$ cat src/mpjs_pkg.sv
// Package with shared types and codes for the multi-policy job scheduler.
`default_nettype none
package mpjs_pkg;
	localparam int FUNC_W = 2;
	localparam int ID_W = 4;
	localparam int TIME_W = 32;
	localparam int PRI_IN_W = 8;
	localparam int SUM_W = 48;
	localparam int POL_W = 3;

	localparam logic [FUNC_W-1:0] FUNC_ARRIVE = 2'd0;
	localparam logic [FUNC_W-1:0] FUNC_QUANTUM = 2'd1;
	localparam logic [FUNC_W-1:0] FUNC_FINISH = 2'd2;

	localparam logic [POL_W-1:0] POL_FCFS = 3'd0;
	localparam logic [POL_W-1:0] POL_PRI = 3'd1;
	localparam logic [POL_W-1:0] POL_PPRI = 3'd2;
	localparam logic [POL_W-1:0] POL_SRTF = 3'd3;
	localparam logic [POL_W-1:0] POL_RR = 3'd4;
	localparam logic [POL_W-1:0] POL_SJF = 3'd5;

	// Candidate handed along the row of selection cells.
	typedef struct packed {
		logic found;
		logic [TIME_W-1:0] key;
		logic [TIME_W-1:0] arrival;
	} cand_t;

	typedef enum logic [2:0] {
		ST_IDLE = 3'b001,
		ST_SCAN = 3'b010,
		ST_OUT  = 3'b100
	} state_t;
endpackage
`default_nettype wire

$ cat src/mpjs_cell.sv
// One job slot cell: holds the slot's state and compares it against the passing candidate.
`default_nettype none
module mpjs_cell
	import mpjs_pkg::*;
#(
	parameter int PRIORITY_BITS = 8
) (
	input wire clk,
	input wire arst_n,
	input wire [POL_W-1:0] policy,
	input wire wr_arrive,
	input wire wr_evict,
	input wire wr_dispatch,
	input wire wr_finish,
	input wire [TIME_W-1:0] event_time,
	input wire [TIME_W-1:0] run_length,
	input wire [PRIORITY_BITS-1:0] job_priority,
	input wire requeue,
	input wire scan_en,
	input wire cand_t cand_in,
	output cand_t cand_out,
	output logic beats,
	output logic valid,
	output logic started,
	output logic [TIME_W-1:0] arrival,
	output logic [TIME_W-1:0] length,
	output logic [TIME_W-1:0] first_start
);
	logic valid_q, queued_q, started_q;
	logic [TIME_W-1:0] arrival_q, length_q, exec_q, last_q, first_q;
	logic [PRIORITY_BITS-1:0] pri_q;
	logic [TIME_W-1:0] key, delta;
	logic [TIME_W:0] exec_sum;

	always_comb begin
		case (policy)
			POL_PRI, POL_PPRI: key = TIME_W'(pri_q);
			POL_SRTF: key = (length_q > exec_q) ? length_q - exec_q : '0;
			POL_RR: key = last_q;
			POL_SJF: key = length_q;
			default: key = arrival_q;
		endcase
		delta = event_time - last_q;
		exec_sum = {1'b0, exec_q} + {1'b0, delta};
		beats = scan_en && valid_q && queued_q && (!cand_in.found || key < cand_in.key
			|| (key == cand_in.key && arrival_q < cand_in.arrival));
		cand_out = beats ? cand_t'{found: 1'b1, key: key, arrival: arrival_q} : cand_in;
	end

	always_ff @(posedge clk or negedge arst_n) begin
		if (!arst_n) begin
			valid_q <= 1'b0;
			queued_q <= 1'b0;
			started_q <= 1'b0;
		end else if (wr_arrive) begin
			valid_q <= 1'b1;
			queued_q <= 1'b1;
			started_q <= 1'b0;
		end else if (wr_finish) begin
			valid_q <= 1'b0;
			queued_q <= 1'b0;
			started_q <= 1'b0;
		end else if (wr_dispatch) begin
			queued_q <= 1'b0;
			started_q <= 1'b1;
		end else if (wr_evict && requeue) begin
			queued_q <= 1'b1;
		end
	end

	always_ff @(posedge clk) begin
		if (wr_arrive) begin
			arrival_q <= event_time;
			length_q <= run_length;
			pri_q <= job_priority;
			exec_q <= '0;
			last_q <= '0;
		end else begin
			if (wr_evict || wr_dispatch) last_q <= event_time;
			if (wr_evict && started_q) exec_q <= exec_sum[TIME_W] ? '1 : exec_sum[TIME_W-1:0];
			if (wr_dispatch && !started_q) first_q <= event_time;
		end
	end

	assign valid = valid_q;
	assign started = started_q;
	assign arrival = arrival_q;
	assign length = length_q;
	assign first_start = first_q;
endmodule
`default_nettype wire

$ cat config.mk
export PLATFORM = sky130hd
export DESIGN_NAME = mpjs_cell
export DESIGN_NICKNAME = d
export VERILOG_FILES = /design/src/mpjs_pkg.sv /design/src/mpjs_cell.sv
export SDC_FILE = /design/constraint.sdc
export NUM_CORES = 1
export LEC_CHECK = 0
export BUFFER_PORTS_ARGS = -buffer_cell sky130_fd_sc_hd__buf_2
export CORE_MARGIN = 10
export CORE_UTILIZATION = 45
export DETAILED_ROUTE_END_ITERATION = 10
export HOLD_SLACK_MARGIN = 0.12
export MAX_ROUTING_LAYER = met4
export PLACE_DENSITY_LB_ADDON = 0.1
export SYNTH_ARGS = -nofsm -noshare
export SYNTH_HDL_FRONTEND = slang
export SYNTH_SLANG_ARGS = --single-unit
$ cat constraint.sdc
create_clock -name clk -period 7.5 [get_ports clk]
set_clock_uncertainty 0.05 [all_clocks]
set_input_delay 1.5 -clock clk [delete_from_list [all_inputs] [get_ports clk]]
set_output_delay 1.5 -clock clk [all_outputs]
set_load 0.02 [all_outputs]
# [Word-level counts from Yosys, hierarchy flattened]
# Index checks and enable logic that the tools add are counted.
[word_totals] regBits=171 in_bits=148 output_inout_bits=164
[classes] n_addsub=3 n_lt_le_gt_ge=3 n_eq_ne=6 muxes=13 n_bitwise=1 n_reduce_logical=17
[ops] operator="32-bit case mux with 4 select lines" n=1
[ops] operator="65-bit two-way mux" n=1
[ops] operator="32-bit < comparator" n=2
[ops] operator="32-bit two-way mux" n=2
[ops] operator="32-bit subtractor" n=2
[ops] operator="32-bit by 32-bit adder with 33-bit output" n=1
[ops] operator="32-bit == test" n=1
[ops] operator="32-bit > comparator" n=1
[ops] operator="1-bit two-way mux" n=9
[ops] operator="1-bit logical AND" n=7
[ops] operator="3-bit by 2-bit == test with 1-bit output, second input constant" n=2
[ops] operator="3-bit == test, second input constant" n=2
[ops] operator="4-bit nonzero test" n=1
[ops] operator="3-bit by 1-bit == test with 1-bit output, second input constant" n=1
[ops] operator="1-bit logical OR" n=3
[ops] operator="3-bit nonzero test" n=1
[ops] operator="1-bit logical NOT" n=2
[ops] operator="2-bit AND reduction" n=1
[ops] operator="2-bit nonzero test" n=1
[ops] operator="2-bit OR reduction" n=1
[ops] operator="1-bit inverter" n=1

# [Logic depth before layout (Yosys ltp)]
[logic_depth] word_depth=8 depth_mapped=27

# [Worst setup path before layout]
# OpenSTA, ideal clock, no wires.
[synth_timing] path_kind="input port to output port" startpoint="input port policy[1]" endpoint="output port cand_out[25] (netlist name)" t_arrival_ns=5.715 slack_ns=0.235 path_stages=20 n_path_buf=4 cell_sequence="clkbuf_1 > inv_2 > or3_1 > a21oi_1 > nand2_1 > o21a_1 > buf_6 > or4_4 > a21oi_4 > ha_1 > nand4_1 > nor2_1 > nand3_1 > nor3_1 > o2111ai_1 > or3_1 > o21ai_1 > clkbuf_1 > clkbuf_1 > o21ai_0"
[synth_lines] element="start, declared" line_no="mpjs_cell.sv:10" text="input wire [POL_W-1:0] policy,"
[synth_lines] element="end, declared" line_no="mpjs_cell.sv:21" text="output cand_t cand_out,"

==> metrics.md <==
| Metric | Value |
|---|---|
| Outcome | completed |
| WL final | 53.0 mm |
| DR pass1 iterations | 5 |
| Post-synth EDFFs | roughly 100 |
| Buffers on Ports | a little over 300 |
| Period Utilization, post-route | a little over nine tenths |
| Worst EP arrival | slightly below 6 ns |
| Pwr/cell area | 193 nW/um^2 |
| CP Class | reg2out |
| Pwr Total | roughly 3200 uW |
| CP Max Fanout | 6 |
| Hold Fails Final Rpt | 0 |
| Syn_nets | around 2000 |
| CP Launch Type | flip-flop |
| Slowest-stage cell, CP | o41ai_2 |
| Die ar. | roughly 38000 um^2 |
| Die H | ~200 um |
| Layout cells sized above 1 | between 20% and 30% |
| Yosys cell types | 77 |
| Sw Share | between 30% and 40% |
| Largest net degree at the start of global routing | between 80 and 90 |
| Post-synthesis sequential area ratio | approximately a third |
| CP max stage delay | roughly 0.42 ns |
| Peak VDD IR | around 0.00015 V |
| GRT Residual Overflow | 0 |
| Sequential power share | a little over a third |
| Comb pwr share | between 30% and 40% |
| Critical path data required time | around 6 ns |
| Most common cell after layout, fill and taps aside | buf_2 |
| Fin area | 16800 um^2 |
| Synthesized area | ~14000 um^2 |
| Critical Path End Type | output pin |
| Final slew viol count | 0 |
| Most frequent cells in the layout | buf_2 (309), nand2_1 (181), a21oi_1 (164), inv_1 (158), ha_1 (155) |
| H-tree Lvls | 4 |
| Initial antenna violation count | 3 |
| Worst Max-Slew Pin Slew | approximately 1.1 ns |
| Pleak | about 0.0076 uW |
| Max Cap Viol | 0 |
| CTS Buf Count | 17 |
| HP Start | last_q[23] |
| Hold depth | 2 |
| Hold_buf cts | 0 |
| Reg-to-Reg End | exec_q[0] |
| Rel. slew slack | between 20% and 30% |
| Antenna-violating nets left | 0 |
| Hold Crit Endpoint | last_q[23] |
| Final setup vio count | 0 |
| Cell Area, Placed | approximately 16000 um^2 |
| GPL Wtd Cong | around 0.92 |
| Nets | between 2000 and 2500 |
| Post-route setup TNS | 0 ns |
| Core Area | just over 30000 um^2 |
| Min Tclk post-route | 7.36 ns |
| Global-route wire length before repair | just under 80 mm |
| Fillers | approximately 2900 |
| Reg2Reg Setup Slack | between 2 and 2.5 ns |
| Asr flop ratio synth | 1.75% |
| Cell count of the worst reg-to-reg path | 22 |
| # DRC | 0 |
| Post-synth top flop | edfxtp_1 |
| Power share of the clock group | between 20% and 30% |
| Clk buf depth | 2 |
| Drt wl/cell | approximately 22 um |
| Top cell by count, worst path | or3_4 |
| Yosys warnings | 0 |
| Initial core utilization | 45.4% |
| I/O Pins | 312 |
| CTS tree | done |
| Die Wd | a little under 200 um |
| RSZ-0062 raised after global routing | yes |
| Vias per cell | between 5 and 6 |
| Synthesized instance count | 1645 |
| Clock Sink Count | about 170 |
| P&R area growth vs syn | 21.3% |
| Worst Hold Class | reg2reg |
| Flop and latch count out of synthesis | between 150 and 200 |
| Gr usage total | between 20 and 30% |
| Hpwl dp | approximately 43 mm |
| Mean Syn Cell Area | approximately 8.4 um^2 |
| Rows | 64 |
| Clk root buf | clkbuf_16 |
| Psw | 1230 uW |
| Internal Pwr Total | 2010 uW |
| Vias in the first global route | approximately 13000 |
| Peak Freq | 136 MHz |
| Via count | ~14000 |
| CTS clk-pin slew, worst paths | approximately 0.07 ns |
| R2R Path Start | last_q[0] |
| Clk Latency, worst-skew pair | around 0.45 ns |
| DR iter-0 viols | 924 |
[metrics by stage]
stage,instances,util [%],setup slack [ns],hold slack [ns]
after global routing,2365,55.1,-0.0740,0.424
after CTS,2348,54.1,0.00416,0.403
after floorplan,1645,-,0.235,0.382
after detailed placement,2314,52.2,0.119,0.394
final,2365,55.1,0.139,0.398
after global placement,2314,52.2,0.201,0.387
[logic make-up (layout without fill, tap and decap cells)]
kind of cell             count (synthesis)  after routing  share of synthesized area [%]
AO/OA/AOI/OAI                          537            537                           24.5
XOR/XNOR                                75             75                           4.74
adder cells (fa/ha/maj)                169            169                           15.3
buffers and inverters                  230            551                           6.34
flip-flops                             171            171                           32.4
multiplexers                            30             30                           2.39
other                                    0              3                              0
AND/OR/NAND/NOR                        433            433                           14.4
[sequential cells by signal, summed over array words and instances, names as in the netlist]
register,flops
exec_q,32
valid,1
arrival,32
pri_q,8
length,32
last_q,32
first_start,32
queued_q,1
started,1
[layer usage]
metal	GRT usage (%)	vias up	part of all wire, %
li1	-	6600	-
met1	37.6	6372	47
met2	39.8	521	44
met3	4.59	49	6.9
met4	6.73	0	1.7
met5	-	-	0
[area by class of cell]
cell class / count / area, um^2 / share of cell area, %
diodes: 3 / 7.51 / 0.0447
clock buffers: 21 / 472 / 2.81
clock inverters: 11 / 80.1 / 0.477
inverters: 161 / 604 / 3.60
multi-input cells: 1244 / 8600 / 51.2
flip-flops and latches: 171 / 4480 / 26.7
well taps: 396 / 495 / 2.95
repair buffers: 358 / 2060 / 12.3
[worst max-delay path: cells and delay by family, from the launching register on]
family / cells / cell delay [ns]
compound gates: 9 / 1.86
simple gates: 8 / 1.54
fa+ha+maj: 3 / 0.69
buf+inv: 4 / 0.54
flops: 1 / 0.38
mux: 1 / 0.34
[how the worst max path moves through the flow]
stage	from	endpoint	slack (ns)	depth (start not counted)
5_1_grt	length[0]	cand_out[34]	-0.07	26
4_1_cts	length[0]	cand_out[50]	0.004	25
3_3_place_gp	length[0]	cand_out[39]	0.20	24
2_1_floorplan	policy[1]	cand_out[25]	0.23	20
3_5_place_dp	length[0]	cand_out[41]	0.12	24
6_report	length[0]	cand_out[49]	0.14	25
[power groups by stage]
| stage | Sequential [uW] | Combinational [uW] | Clock (uW) |
|---|---|---|---|
| after CTS | 1120 | 1220 | 864 |
| after detailed placement | 1140 | 1210 | 0 |
| final | 1120 | 1270 | 850 |
| after floorplan | 1160 | 790 | 0 |
| after global routing | 1130 | 1390 | 896 |
| after global placement | 1140 | 1200 | 0 |
[Yosys cell counts, types with 27 or more instances]
library cell / instances / share of area, %
nand2_1: 181 / 4.9
a21oi_1: 167 / 6.0
inv_1: 159 / 4.3
ha_1: 158 / 14
o21ai_0: 116 / 4.2
edfxtp_1: 104 / 23
nor2_1: 102 / 2.8
a21o_1: 66 / 3.6
dfxtp_1: 64 / 9.3
clkbuf_1: 60 / 1.6
xnor2_1: 41 / 2.6
xor2_1: 34 / 2.2
a221oi_1: 33 / 2.1
o22ai_1: 27 / 1.2
[what timing repair did]
| action | CTS | global route |
|---|---|---|
| setup buffers | 2 | 9 |
| endpoints found under the setup margin | 64 | 64 |
| pin swaps | 1 | 10 |
| resized for setup | 6 | 22 |
| gates cloned | 0 | 5 |
Note: power is estimated with default switching activity, not from simulation.
